### config.mk
export PLATFORM = sky130hd
export DESIGN_NAME = priority_ready_queue
export DESIGN_NICKNAME = d
export VERILOG_FILES = /design/src/sv/prq_pkg.sv /design/src/sv/priority_ready_queue.sv /design/src/sv/prq_front.sv /design/src/sv/prq_fifo.sv /design/src/sv/prq_back.sv
export SDC_FILE = /design/constraint.sdc
export NUM_CORES = 1
export LEC_CHECK = 0
export BUFFER_PORTS_ARGS = -buffer_cell sky130_fd_sc_hd__buf_2
export CAP_MARGIN = 40
export CELL_PAD_IN_SITES_DETAIL_PLACEMENT = 1
export CELL_PAD_IN_SITES_GLOBAL_PLACEMENT = 1
export CORE_MARGIN = 5
export CORE_UTILIZATION = 49
export CTS_CLUSTER_DIAMETER = 80
export DETAILED_ROUTE_END_ITERATION = 8
export PLACE_DENSITY_LB_ADDON = 0.1
export SYNTH_ARGS = -nofsm -noshare
export SYNTH_HDL_FRONTEND = slang
export SYNTH_SLANG_ARGS = --single-unit
### constraint.sdc
create_clock -name clock -period 5.5 [get_ports clock]
set_clock_uncertainty 0.1 [all_clocks]
set_input_delay 1.1 -clock clock [delete_from_list [all_inputs] [get_ports clock]]
set_output_delay 1.1 -clock clock [all_outputs]
set_load 0.05 [all_outputs]
### src/sv/prq_pkg.sv
// shared types, constants and codes of the priority ready queue
package prq_pkg;

   // queue storage
   localparam int QUEUE_DEPTH = 16;
   localparam int IDX_W       = $clog2(QUEUE_DEPTH);
   localparam int CNT_W       = $clog2(QUEUE_DEPTH + 1);
   localparam int SUM_W       = IDX_W + 1;

   // command queue between front and back
   localparam int FIFO_DEPTH  = 2;
   localparam int FIFO_PTR_W  = $clog2(FIFO_DEPTH);
   localparam int FIFO_CNT_W  = $clog2(FIFO_DEPTH + 1);

   // field widths
   localparam int ID_W        = 8;
   localparam int PRIO_W      = 6;
   localparam int STATUS_W    = 3;
   localparam int OCC_W       = 5;

   // request command codes
   localparam logic CMD_INSERT = 1'b0;
   localparam logic CMD_POP    = 1'b1;

   // result status codes
   typedef enum logic [STATUS_W-1:0] {
      ST_INSERTED     = 3'd0,
      ST_FULL         = 3'd1,
      ST_POPPED       = 3'd2,
      ST_EMPTY        = 3'd3,
      ST_IDLE_IGNORED = 3'd4
   } status_type;

   // classified operation kinds
   typedef enum logic [1:0] {
      OP_INSERT,
      OP_POP,
      OP_IDLE_INSERT
   } op_kind_type;

   // operation passed from front to back
   typedef struct packed {
      op_kind_type         kind;
      logic [ID_W-1:0]     thread_id;
      logic [PRIO_W-1:0]   prio;
   } op_type;

   // one stored queue entry
   typedef struct packed {
      logic [ID_W-1:0]     thread_id;
      logic [PRIO_W-1:0]   prio;
   } entry_type;

   // back end sequencer states
   typedef enum logic [1:0] {
      BK_IDLE,
      BK_POP_RD,
      BK_INS_CMP,
      BK_INS_PUT
   } back_state_type;

endpackage

### src/sv/priority_ready_queue.sv
// top level of the priority ready queue
//
//   channel  | ports                                                    | flow
//   ---------+----------------------------------------------------------+-------------
//   request  | req_valid req_stall req_cmd req_thread_id req_priority_req | in, stall
//   response | rsp_valid rsp_stall rsp_status rsp_next_id               | out, stall
//            | rsp_next_priority rsp_occupancy                          |
//   config   | csr_valid csr_ready csr_idle_thread_id                   | in, ready
//
// A pop on a non-empty queue reads the front entry in BK_POP_RD before its result is
// loaded; an empty pop, and an insert into an empty queue or when dropped or ignored,
// load their result from BK_IDLE. Other inserts scan, moving each entry behind their place
// back one slot, one entry per cycle through the single read port of the queue memory.
// Reset is synchronous, active high, and empties the queue with no clearing pass.
// A two-entry command queue lets requests be taken while a result waits on rsp_stall.
module priority_ready_queue (
   input  logic                           clock,
   input  logic                           reset,
   input  logic                           req_valid,
   output logic                           req_stall,
   input  logic                           req_cmd,
   input  logic [prq_pkg::ID_W-1:0]       req_thread_id,
   input  logic [prq_pkg::PRIO_W-1:0]     req_priority_req,
   output logic                           rsp_valid,
   input  logic                           rsp_stall,
   output logic [prq_pkg::STATUS_W-1:0]   rsp_status,
   output logic [prq_pkg::ID_W-1:0]       rsp_next_id,
   output logic [prq_pkg::PRIO_W-1:0]     rsp_next_priority,
   output logic [prq_pkg::OCC_W-1:0]      rsp_occupancy,
   input  logic                           csr_valid,
   output logic                           csr_ready,
   input  logic [prq_pkg::ID_W-1:0]       csr_idle_thread_id
);

   logic             push_valid;
   prq_pkg::op_type  push_op;
   logic             queue_full;
   logic             op_valid;
   prq_pkg::op_type  op_head;
   logic             op_take;

   // intake and classification
   prq_front u_front (
      .clock              (clock),
      .reset              (reset),
      .req_valid          (req_valid),
      .req_stall          (req_stall),
      .req_cmd            (req_cmd),
      .req_thread_id      (req_thread_id),
      .req_priority_req   (req_priority_req),
      .csr_valid          (csr_valid),
      .csr_ready          (csr_ready),
      .csr_idle_thread_id (csr_idle_thread_id),
      .push_valid         (push_valid),
      .push_op            (push_op),
      .queue_full         (queue_full)
   );

   // command queue
   prq_fifo u_fifo (
      .clock      (clock),
      .reset      (reset),
      .push_valid (push_valid),
      .push_op    (push_op),
      .full       (queue_full),
      .pop_valid  (op_valid),
      .pop_take   (op_take),
      .pop_op     (op_head)
   );

   // queue engine
   prq_back u_back (
      .clock             (clock),
      .reset             (reset),
      .op_valid          (op_valid),
      .op_in             (op_head),
      .op_take           (op_take),
      .rsp_valid         (rsp_valid),
      .rsp_stall         (rsp_stall),
      .rsp_status        (rsp_status),
      .rsp_next_id       (rsp_next_id),
      .rsp_next_priority (rsp_next_priority),
      .rsp_occupancy     (rsp_occupancy)
   );

   // a dropped insert only happens on a full queue
   assert property (@(posedge clock) disable iff (reset)
      rsp_valid && rsp_status == prq_pkg::ST_FULL |->
         rsp_occupancy == prq_pkg::OCC_W'(prq_pkg::QUEUE_DEPTH))
      else $error("full status with queue not full");

   // an empty pop reports an empty queue and no priority
   assert property (@(posedge clock) disable iff (reset)
      rsp_valid && rsp_status == prq_pkg::ST_EMPTY |->
         rsp_occupancy == '0 && rsp_next_priority == '0)
      else $error("empty pop with entries or priority");

   // insert outcomes carry no id or priority
   assert property (@(posedge clock) disable iff (reset)
      rsp_valid && (rsp_status == prq_pkg::ST_INSERTED || rsp_status == prq_pkg::ST_FULL ||
                    rsp_status == prq_pkg::ST_IDLE_IGNORED) |->
         rsp_next_id == '0 && rsp_next_priority == '0)
      else $error("insert result with nonzero id or priority");

   // the back end takes an operation only when the command queue holds one
   assert property (@(posedge clock) disable iff (reset)
      op_take |-> op_valid)
      else $error("operation taken from empty command queue");

endmodule

### src/sv/prq_front.sv
// front end: request intake, idle id register and command classification
module prq_front (
   input  logic                          clock,
   input  logic                          reset,
   input  logic                          req_valid,
   output logic                          req_stall,
   input  logic                          req_cmd,
   input  logic [prq_pkg::ID_W-1:0]      req_thread_id,
   input  logic [prq_pkg::PRIO_W-1:0]    req_priority_req,
   input  logic                          csr_valid,
   output logic                          csr_ready,
   input  logic [prq_pkg::ID_W-1:0]      csr_idle_thread_id,
   output logic                          push_valid,
   output prq_pkg::op_type               push_op,
   input  logic                          queue_full
);

   logic [prq_pkg::ID_W-1:0] idle_id_ff;
   logic [prq_pkg::ID_W-1:0] idle_id_in;

   // idle id register
   assign csr_ready  = 1'b1;
   assign idle_id_in = (csr_valid && csr_ready) ? csr_idle_thread_id : idle_id_ff;

   always_ff @(posedge clock) begin
      if (reset) begin
         idle_id_ff <= '0;
      end else begin
         idle_id_ff <= idle_id_in;
      end
   end

   // intake stalls only when the command queue is full
   assign req_stall  = queue_full;
   assign push_valid = req_valid && !queue_full;

   // classify: a pop carries the idle id for the empty case
   always_comb begin
      push_op.prio = req_priority_req;
      if (req_cmd == prq_pkg::CMD_POP) begin
         push_op.kind      = prq_pkg::OP_POP;
         push_op.thread_id = idle_id_ff;
      end else if (req_thread_id == idle_id_ff) begin
         push_op.kind      = prq_pkg::OP_IDLE_INSERT;
         push_op.thread_id = req_thread_id;
      end else begin
         push_op.kind      = prq_pkg::OP_INSERT;
         push_op.thread_id = req_thread_id;
      end
   end

endmodule

### src/sv/prq_fifo.sv
// short command queue decoupling front end and back end
module prq_fifo (
   input  logic              clock,
   input  logic              reset,
   input  logic              push_valid,
   input  prq_pkg::op_type   push_op,
   output logic              full,
   output logic              pop_valid,
   input  logic              pop_take,
   output prq_pkg::op_type   pop_op
);

   prq_pkg::op_type                     slot_ff [prq_pkg::FIFO_DEPTH];
   logic [prq_pkg::FIFO_PTR_W-1:0]      wr_ptr_ff, wr_ptr_in;
   logic [prq_pkg::FIFO_PTR_W-1:0]      rd_ptr_ff, rd_ptr_in;
   logic [prq_pkg::FIFO_CNT_W-1:0]      count_ff, count_in;
   logic                                do_push, do_pop;

   assign full      = (count_ff == prq_pkg::FIFO_CNT_W'(prq_pkg::FIFO_DEPTH));
   assign pop_valid = (count_ff != '0);
   assign pop_op    = slot_ff[rd_ptr_ff];
   assign do_push   = push_valid && !full;
   assign do_pop    = pop_take && pop_valid;

   // pointer and fill count update
   always_comb begin
      wr_ptr_in = wr_ptr_ff;
      rd_ptr_in = rd_ptr_ff;
      count_in  = count_ff;
      if (do_push) begin
         wr_ptr_in = (wr_ptr_ff == prq_pkg::FIFO_PTR_W'(prq_pkg::FIFO_DEPTH - 1)) ?
                     '0 : wr_ptr_ff + 1'b1;
      end
      if (do_pop) begin
         rd_ptr_in = (rd_ptr_ff == prq_pkg::FIFO_PTR_W'(prq_pkg::FIFO_DEPTH - 1)) ?
                     '0 : rd_ptr_ff + 1'b1;
      end
      if (do_push && !do_pop) begin
         count_in = count_ff + prq_pkg::FIFO_CNT_W'(1);
      end else if (do_pop && !do_push) begin
         count_in = count_ff - prq_pkg::FIFO_CNT_W'(1);
      end
   end

   always_ff @(posedge clock) begin
      if (reset) begin
         wr_ptr_ff <= '0;
         rd_ptr_ff <= '0;
         count_ff  <= '0;
      end else begin
         wr_ptr_ff <= wr_ptr_in;
         rd_ptr_ff <= rd_ptr_in;
         count_ff  <= count_in;
      end
   end

   // slot storage
   always_ff @(posedge clock) begin
      if (do_push) begin
         slot_ff[wr_ptr_ff] <= push_op;
      end
   end

endmodule

### src/sv/prq_back.sv
// back end: ring-buffer queue memory, insertion scan and result register
module prq_back (
   input  logic                           clock,
   input  logic                           reset,
   input  logic                           op_valid,
   input  prq_pkg::op_type                op_in,
   output logic                           op_take,
   output logic                           rsp_valid,
   input  logic                           rsp_stall,
   output logic [prq_pkg::STATUS_W-1:0]   rsp_status,
   output logic [prq_pkg::ID_W-1:0]       rsp_next_id,
   output logic [prq_pkg::PRIO_W-1:0]     rsp_next_priority,
   output logic [prq_pkg::OCC_W-1:0]      rsp_occupancy
);

   // logical position to ring address
   function automatic logic [prq_pkg::IDX_W-1:0] ring_addr(
      input logic [prq_pkg::IDX_W-1:0] head,
      input logic [prq_pkg::CNT_W-1:0] pos
   );
      logic [prq_pkg::SUM_W-1:0] sum;
      sum = prq_pkg::SUM_W'(head) + prq_pkg::SUM_W'(pos);
      if (sum >= prq_pkg::SUM_W'(prq_pkg::QUEUE_DEPTH)) begin
         sum = sum - prq_pkg::SUM_W'(prq_pkg::QUEUE_DEPTH);
      end
      return sum[prq_pkg::IDX_W-1:0];
   endfunction

   prq_pkg::entry_type                mem [prq_pkg::QUEUE_DEPTH];
   prq_pkg::entry_type                rd_ff;

   prq_pkg::back_state_type           state_ff, state_in;
   logic [prq_pkg::IDX_W-1:0]         head_ff, head_in;
   logic [prq_pkg::CNT_W-1:0]         count_ff, count_in;
   logic [prq_pkg::CNT_W-1:0]         idx_ff, idx_in;
   prq_pkg::op_type                   op_ff, op_in_reg;

   logic                              rsp_valid_ff, rsp_valid_in;
   prq_pkg::status_type               rsp_status_ff, rsp_status_in;
   logic [prq_pkg::ID_W-1:0]          rsp_id_ff, rsp_id_in;
   logic [prq_pkg::PRIO_W-1:0]        rsp_prio_ff, rsp_prio_in;
   logic [prq_pkg::OCC_W-1:0]         rsp_occ_ff, rsp_occ_in;
   logic                              rsp_load;

   logic                              mem_we;
   logic [prq_pkg::IDX_W-1:0]         mem_waddr;
   prq_pkg::entry_type                mem_wdata;
   logic [prq_pkg::IDX_W-1:0]         mem_raddr;

   logic                              is_empty, is_full, is_last, shift_on;
   logic [prq_pkg::CNT_W-1:0]         idx_minus1;

   // shared conditions
   assign is_empty   = (count_ff == '0);
   assign is_full    = (count_ff == prq_pkg::CNT_W'(prq_pkg::QUEUE_DEPTH));
   assign is_last    = (idx_ff == prq_pkg::CNT_W'(1));
   assign shift_on   = (op_ff.prio > rd_ff.prio);
   assign idx_minus1 = idx_ff - prq_pkg::CNT_W'(1);
   assign op_take    = (state_ff == prq_pkg::BK_IDLE) && op_valid &&
                       (!rsp_valid_ff || !rsp_stall);

   // next state
   always_comb begin
      state_in = state_ff;
      case (state_ff)
         prq_pkg::BK_IDLE: begin
            if (op_take) begin
               if (op_in.kind == prq_pkg::OP_POP && !is_empty) begin
                  state_in = prq_pkg::BK_POP_RD;
               end else if (op_in.kind == prq_pkg::OP_INSERT && !is_empty && !is_full) begin
                  state_in = prq_pkg::BK_INS_CMP;
               end
            end
         end
         prq_pkg::BK_POP_RD: begin
            state_in = prq_pkg::BK_IDLE;
         end
         prq_pkg::BK_INS_CMP: begin
            if (!shift_on) begin
               state_in = prq_pkg::BK_IDLE;
            end else if (is_last) begin
               state_in = prq_pkg::BK_INS_PUT;
            end
         end
         prq_pkg::BK_INS_PUT: begin
            state_in = prq_pkg::BK_IDLE;
         end
         default: begin
            state_in = prq_pkg::BK_IDLE;
         end
      endcase
   end

   // datapath control per state
   always_comb begin
      head_in       = head_ff;
      count_in      = count_ff;
      idx_in        = idx_ff;
      op_in_reg     = op_ff;
      mem_we        = 1'b0;
      mem_waddr     = head_ff;
      mem_wdata     = rd_ff;
      mem_raddr     = head_ff;
      rsp_load      = 1'b0;
      rsp_status_in = prq_pkg::ST_INSERTED;
      rsp_id_in     = '0;
      rsp_prio_in   = '0;
      case (state_ff)
         prq_pkg::BK_IDLE: begin
            if (op_take) begin
               op_in_reg = op_in;
               case (op_in.kind)
                  prq_pkg::OP_POP: begin
                     if (is_empty) begin
                        rsp_load      = 1'b1;
                        rsp_status_in = prq_pkg::ST_EMPTY;
                        rsp_id_in     = op_in.thread_id;
                     end
                  end
                  prq_pkg::OP_INSERT: begin
                     if (is_full) begin
                        rsp_load      = 1'b1;
                        rsp_status_in = prq_pkg::ST_FULL;
                     end else if (is_empty) begin
                        mem_we         = 1'b1;
                        mem_wdata.thread_id = op_in.thread_id;
                        mem_wdata.prio = op_in.prio;
                        count_in       = count_ff + prq_pkg::CNT_W'(1);
                        rsp_load       = 1'b1;
                     end else begin
                        mem_raddr = ring_addr(head_ff, count_ff - prq_pkg::CNT_W'(1));
                        idx_in    = count_ff;
                     end
                  end
                  default: begin
                     rsp_load      = 1'b1;
                     rsp_status_in = prq_pkg::ST_IDLE_IGNORED;
                  end
               endcase
            end
         end
         prq_pkg::BK_POP_RD: begin
            // front entry leaves: advance head
            head_in       = (head_ff == prq_pkg::IDX_W'(prq_pkg::QUEUE_DEPTH - 1)) ?
                            '0 : head_ff + prq_pkg::IDX_W'(1);
            count_in      = count_ff - prq_pkg::CNT_W'(1);
            rsp_load      = 1'b1;
            rsp_status_in = prq_pkg::ST_POPPED;
            rsp_id_in     = rd_ff.thread_id;
            rsp_prio_in   = rd_ff.prio;
         end
         prq_pkg::BK_INS_CMP: begin
            // rd_ff holds entry idx-1; move it back or drop the new one in
            mem_we    = 1'b1;
            mem_waddr = ring_addr(head_ff, idx_ff);
            if (shift_on) begin
               mem_wdata = rd_ff;
               idx_in    = idx_minus1;
               mem_raddr = ring_addr(head_ff, idx_minus1 - prq_pkg::CNT_W'(1));
            end else begin
               mem_wdata.thread_id = op_ff.thread_id;
               mem_wdata.prio      = op_ff.prio;
               count_in  = count_ff + prq_pkg::CNT_W'(1);
               rsp_load  = 1'b1;
            end
         end
         prq_pkg::BK_INS_PUT: begin
            mem_we              = 1'b1;
            mem_waddr           = ring_addr(head_ff, idx_ff);
            mem_wdata.thread_id = op_ff.thread_id;
            mem_wdata.prio      = op_ff.prio;
            count_in            = count_ff + prq_pkg::CNT_W'(1);
            rsp_load            = 1'b1;
         end
         default: begin
            rsp_load = 1'b0;
         end
      endcase
   end

   assign rsp_valid_in = rsp_load || (rsp_valid_ff && rsp_stall);
   assign rsp_occ_in   = prq_pkg::OCC_W'(count_in);

   // control registers
   always_ff @(posedge clock) begin
      if (reset) begin
         state_ff     <= prq_pkg::BK_IDLE;
         head_ff      <= '0;
         count_ff     <= '0;
         rsp_valid_ff <= 1'b0;
      end else begin
         state_ff     <= state_in;
         head_ff      <= head_in;
         count_ff     <= count_in;
         rsp_valid_ff <= rsp_valid_in;
      end
   end

   // operation and result payload
   always_ff @(posedge clock) begin
      idx_ff <= idx_in;
      op_ff  <= op_in_reg;
      if (rsp_load) begin
         rsp_status_ff <= rsp_status_in;
         rsp_id_ff     <= rsp_id_in;
         rsp_prio_ff   <= rsp_prio_in;
         rsp_occ_ff    <= rsp_occ_in;
      end
   end

   // queue memory: one write and one registered read per cycle
   always_ff @(posedge clock) begin
      if (mem_we) begin
         mem[mem_waddr] <= mem_wdata;
      end
      rd_ff <= mem[mem_raddr];
   end

   assign rsp_valid         = rsp_valid_ff;
   assign rsp_status        = rsp_status_ff;
   assign rsp_next_id       = rsp_id_ff;
   assign rsp_next_priority = rsp_prio_ff;
   assign rsp_occupancy     = rsp_occ_ff;

endmodule

# --- Word-level counts from Yosys, hierarchy flattened ---
# Memories as Yosys holds them, arrays and structs flattened. A register that Yosys moved wholly into a read port is not among the register bits.
# Index checks and enable logic that the tools add are counted.
classes:
  n_addsub: 15
  magnitude_cmp: 4
  n_eq_ne: 16
  mux: 66
  reduce_logical: 31
op_table:
  columns: ["op", "n"]
  rows:
  - ["$mux W14", 5]
  - ["$mux W5", 10]
  - ["$pmux W14 S3", 1]
  - ["$mux W4", 10]
  - ["$mux W8", 3]
  - ["$mux W10", 2]
  - ["$pmux W5 S4", 1]
  - ["$mux W1", 16]
  - ["$mux W2", 8]
  - ["$pmux W8 S2", 1]
  - ["$add A4 B5 Y5", 3]
  - ["$ge A5 B5 Y1 const B", 3]
  - ["$sub A5 B1 Y5 const B", 3]
  - ["$pmux W3 S2", 2]
  - ["$sub A4 B1 Y4 const B", 3]
  - ["$logic_and A1 B1 Y1", 11]
  - ["$pmux W5 S2", 1]
  - ["$eq A8 B8 Y1", 1]
  - ["$ne A2 B2 Y1 const B", 4]
  - ["$pmux W4 S2", 1]
  - ["$logic_not A1 Y1", 7]
  - ["$eq A2 B2 Y1 const B", 3]
  - ["$gt A6 B6 Y1", 1]
  - ["$pmux W2 S3", 1]
  - ["23 further kinds", 31]
word_totals:
  reg_bits: 65
  mem_bits_rw: 256
  inputBits: 28
  out_inout_bits: 25
  wordCells: 149
  n_memories: 2
memory_table:
  columns: ["name", "depth", "word_bits", "rd", "rd_ports_with_merged_regs", "wr", "line", "text"]
  rows:
  - ["u_back.mem", 16, 14, 1, 1, 1, "prq_back.sv:29", "prq_pkg::entry_type mem [prq_pkg::QUEUE_DEPTH];"]
  - ["u_fifo.slot_ff", 2, 16, 1, 1, 1, "prq_fifo.sv:13", "prq_pkg::op_type slot_ff [prq_pkg::FIFO_DEPTH];"]

# --- Depth between registers and ports, before layout ---
logic_depth:
  word_depth: 9
  mapped_depth: 18
  ltp_nobuf: 15

# --- Cells and area by module ---
# From an unflattened synthesis, not the netlist that was laid out.
unflattened:
  cells_unflattened: 1090
  area_unflattened_um2: 14357.5
modules_own_cells:
  columns: ["mod", "n_inst", "cells_each", "area_per_inst_um2", "seq_area_each_um2"]
  rows:
  - ["prq_back", 1, 958, 12433.2, 8478.1]
  - ["prq_fifo", 1, 75, 1373.8, 1061.0]
  - ["prq_front", 1, 57, 550.5, 160.2]

# --- Worst setup path before layout ---
# No wires, ideal clock.
synth_path:
  kind: "input to register"
  startpoint: "in rsp_stall"
  endpoint: "mem u_back.mem[0][13] (netlist bit) (data pin)"
  setup_time_ps: 294
  arrival_ps: 3281
  t_required_ps: 5106
  slack_ps: 1825
  stages: 7
  path_buffers: 2
  path_cell_list: "nand2_1 > and3_1 > clkbuf_1 > inv_1 > or4_1 > buf_2 > o211ai_1"
synth_rtl:
  columns: ["element", "line", "text"]
  rows:
  - ["start: declaration", "priority_ready_queue.sv:25", "input logic rsp_stall,"]
  - ["end: declaration", "prq_back.sv:29", null]

# --- Worst setup path in the final report ---
layout_path:
  startpoint: "reg u_back.idx_ff[0] (netlist bit)"
  endpoint: "reg u_back.rd_ff[11] (netlist name)"
layout_via:
  elab_chain_len: 7
  elab_cells_between_ends: 8
  cone_classes: "4 x add/sub; 1 x order compare; 3 x mux"
layout_lines:
  columns: ["element", "line", "text"]
  rows:
  - ["start: declaration", "prq_back.sv:35", "logic [prq_pkg::CNT_W-1:0] idx_ff, idx_in;"]
  - ["start signal: assignment", "prq_back.sv:201", "idx_ff <= idx_in;"]
  - ["$sub A5 B1 Y5 *", "prq_back.sv:58", "assign idx_minus1 = idx_ff - prq_pkg::CNT_W'(1);"]
  - ["$sub A5 B1 Y5 *", "prq_back.sv:159", "mem_raddr = ring_addr(head_ff, idx_minus1 - prq_pkg::CNT_W'(1));"]
  - ["$add A4 B5 Y5 *", "prq_back.sv:22", "sum = prq_pkg::SUM_W'(head) + prq_pkg::SUM_W'(pos);"]
  - ["$sub A4 B1 Y4 / $ge A5 B5 Y1 (equally long branches)", "prq_back.sv:24, prq_back.sv:23", null]
  - ["$mux W4 *", "prq_back.sv:23", "if (sum >= prq_pkg::SUM_W'(prq_pkg::QUEUE_DEPTH)) begin"]
  - ["$mux W4 *", "prq_back.sv:156", "if (shift_on) begin"]
  - ["$pmux W4 S2 *", "prq_back.sv:108", "case (state_ff)"]
# Mark *: on every way between the ends. The rest lies on a longest branch, timed or not.
# A chain may end at the register's enable or synchronous reset.

==> reports/summary.txt <==
Most used cell along the critical path - xnor2_1
Clock power share - 0.283
Post-CTS Repair Setup Buffers - 0
# port buffers - 51
FF-to-FF setup slack - 1.35 ns
Final WL - 35100 um
Utilization after layout - 0.568
Critical Path RT - 5.80 ns
Sw frac - 0.326
Gate count after technology mapping - 1073
Main combinational cell family by area after synthesis - simple AND/OR/NAND/NOR gates
Fin crit share - 0.754
Top post-synthesis cells by area - edfxtp_1 63%, dfxtp_1 5.5%, mux2_2 5.4%, nand2_1 5.3%, nand4_1 2.1%
Worst-Skew Late Latency - 0.52 ns
DRC Markers - 0
Via count - 8819
Cts repair resizes - 0
Starting DRT DRC Count - 503
CP top delay family - adder cells
Reg2reg path depth - 14
N_diodes - 0
Remaining antenna violation count after routing - 0
Synth cell types - 57
Most common cell after layout, fill and taps aside - edfxtp_1
Power per cell area - 520 nW/um^2
Die area - 32600 um^2
DR WL met2 - 17600 um
Top FF cell, synth - edfxtp_1
Met3 wire length - 1110 um
Starting Density - 0.497
CP peak stage delay - 0.46 ns
Layout cells sized above 1 - 0.196
Post-synthesis mux area share - 0.0677
Lkg Pwr - 5.83 nW
Synth Area in XOR/XNOR - 0.0178
Fmax - 0.241 GHz
CP cell instances - inv_1 > ha_1 > xnor2_1 > ha_1 > fa_1 > xnor2_1 > xnor2_1 > xnor2_1 > o2bb2ai_1 > a21o_2 > buf_12 > mux2_2 > o22ai_1 > nor3_1
Fin. Hold Viols - 0
WP buf/inv - 2
Core Rows - 62
I/O pins - 53
Highest-count cells in the layout ignoring fill and taps - 297 x edfxtp_1, 200 x nand2_1, 68 x mux2_2
Slowest-stage cell, CP - edfxtp_1
CTS Sinks - 336
Status - completed
Compound-Gate Fraction of Synth Area - 0.0537
Reg clk slew, reported paths - 0.06 ns
CTS Hold Bufs - 0
WP data arrival - 4.45 ns
Worst min-delay path class - flop to flop
Largest net degree at the start of global routing - 85
DRT Pass-1 Iters - 5
Final Max Tran Viols - 0
H-tree depth - 2
First-pass GRT wire length - 54700 um
Critical path endpoint category - flop
Synth-to-Final Area Change - 14.2%
Comb pwr share - 0.279
Core Region - 28700 um^2
Post-synthesis adder-cell area fraction - 0.0244
Synth warn - 0
Simple-Gate Fraction of Synth Area - 0.128
Worst Setup Start Kind - flop
Vias per Instance - 5.64
Initial antenna violation count - 0
Post-synth EDFFs - 297
DIE HEIGHT - 181 um
Avg Cell Area, Syn - 13.3 um^2
Post-Syn Area - 14300 um^2
Area share of the largest cell type after synthesis - 0.625
FFs w/ async S/R, synth - 0
Vias in the first global route - 9539
Fillers - 2837
Final setup vio count - 0
Clock root buffer - clkbuf_16
WS Path Type - flop to flop
Seq cells post-synth - 336
Max-slew headroom - 0.477
Peak supply drop - 0.000395 V
CTS tree - built
Grt ovf - 0
RSZ-0062 raised after global routing - false
Cell count along the critical path - 14
Seq/Total Area, Yosys - 0.680
Setup_tns - 0 ns
Hold depth - 2
Seq pwr share - 0.438
Num CTS Buffers - 36
Max Cap Viol - 0
Detail Placement HPWL - 22500 um
DIE WIDTH - 181 um
Worst slew pin tran - 0.785 ns
Synth Net Count - 1127
Max layer used - met4
Met1 WL - 15600 um
Final net count - 1205
Placer Congestion - 0.789
Yosys top cell by area - edfxtp_1
Post-route minimum period - 4.15 ns
Design internal power - 5.71 mW
Wire length per cell - 22.4 um
Maximum fanout along the worst path - 84
Sw Pwr - 2.76 mW
GRT Util Overall - 0.214
Clock Path Buffers - 3
path summary, 6_finish.rpt:
path	start	endpoint
setup / recovery	u_back.idx_ff[0]	u_back.rd_ff[11]
hold / removal	u_fifo.count_ff[1]	u_fifo.count_ff[1]
setup reg to reg	u_back.idx_ff[0]	u_back.rd_ff[11]
hold reg to reg	u_fifo.count_ff[1]	u_fifo.count_ff[1]
per-stage QoR:
stage                     std cells  power (mW)  area [um^2]  hold slack [ns]  worst slack [ns]
after floorplan                1073        5.28        14300            0.367              1.82
after global placement         1493        6.01        15100            0.389              1.48
after detailed placement       1497        6.14        15100            0.402              1.35
after CTS                      1563        8.57        16300            0.427              1.32
after global routing           1563        8.90        16300            0.463              1.12
final                          1563        8.48        16300            0.422              1.35
cell families (layout without fill, tap and decap cells):
| kind of cell | after synthesis | in the layout |
|---|---|---|
| muxes | 88 | 88 |
| AOI/OAI and AO/OA | 108 | 108 |
| buffers and inverters | 89 | 195 |
| adders and majority gates | 26 | 26 |
| xor gates and xnor gates | 29 | 29 |
| other | 1 | 1 |
| DFF | 336 | 336 |
| and+or+nand+nor | 396 | 396 |
Yosys cell counts (17+ instances only):
library cell / number
edfxtp_1: 297
nand2_1: 200
mux2_2: 68
nor2_1: 52
nand4_1: 48
dfxtp_1: 39
inv_1: 34
nand3_1: 31
clkbuf_1: 28
ha_1: 23
o21ai_0: 23
o22ai_1: 23
xnor2_1: 21
mux2i_1: 20
nor3_1: 20
a21oi_1: 17
flip-flops by register name, indices dropped and copies added (netlist names), 3 cells and up, named ones only:
name and count:
u_back.rsp_status 3, u_back.idx_ff 5, u_back.rd_ff 14, u_fifo.slot_ff 32
u_back.rsp_next_id 8, u_front.idle_id_ff 8, u_back.mem 224, u_back.op_ff 14
u_back.rsp_occupancy 5, u_back.rsp_next_priority 6, u_back.count_ff 5, u_back.head_ff 4
layer usage:
metal  GRT usage  up-vias
met5           0        -
met4      0.0544        0
met3      0.0309       52
met2       0.372      145
met1       0.284     4506
li1            -     4116
power by group through the flow:
stage	Combinational, mW	Sequential (mW)	Clock, mW
global placement	2.25	3.76	0
finish	2.37	3.71	2.40
CTS	2.40	3.72	2.45
detailed placement	2.38	3.76	0
global route	2.59	3.74	2.57
floorplan	1.27	4.01	0
worst min-delay path: stages, from the launching register on:
cell     delay (ns)
dfxtp_1        0.34
o21ai_0        0.08
a21oi_1        0.06
area by class of cell:
| type | count | area (um^2) | share of cell area |
|---|---|---|---|
| clock buffer | 48 | 1020 | 0.0625 |
| inverter | 34 | 128 | 0.00783 |
| timing repair buffer | 95 | 631 | 0.0387 |
| sequential | 336 | 9700 | 0.595 |
| multi-input combinational | 648 | 4180 | 0.256 |
| clock inverter | 18 | 170 | 0.0104 |
| tap | 384 | 480 | 0.0295 |
(Power assumes the default switching activity.)
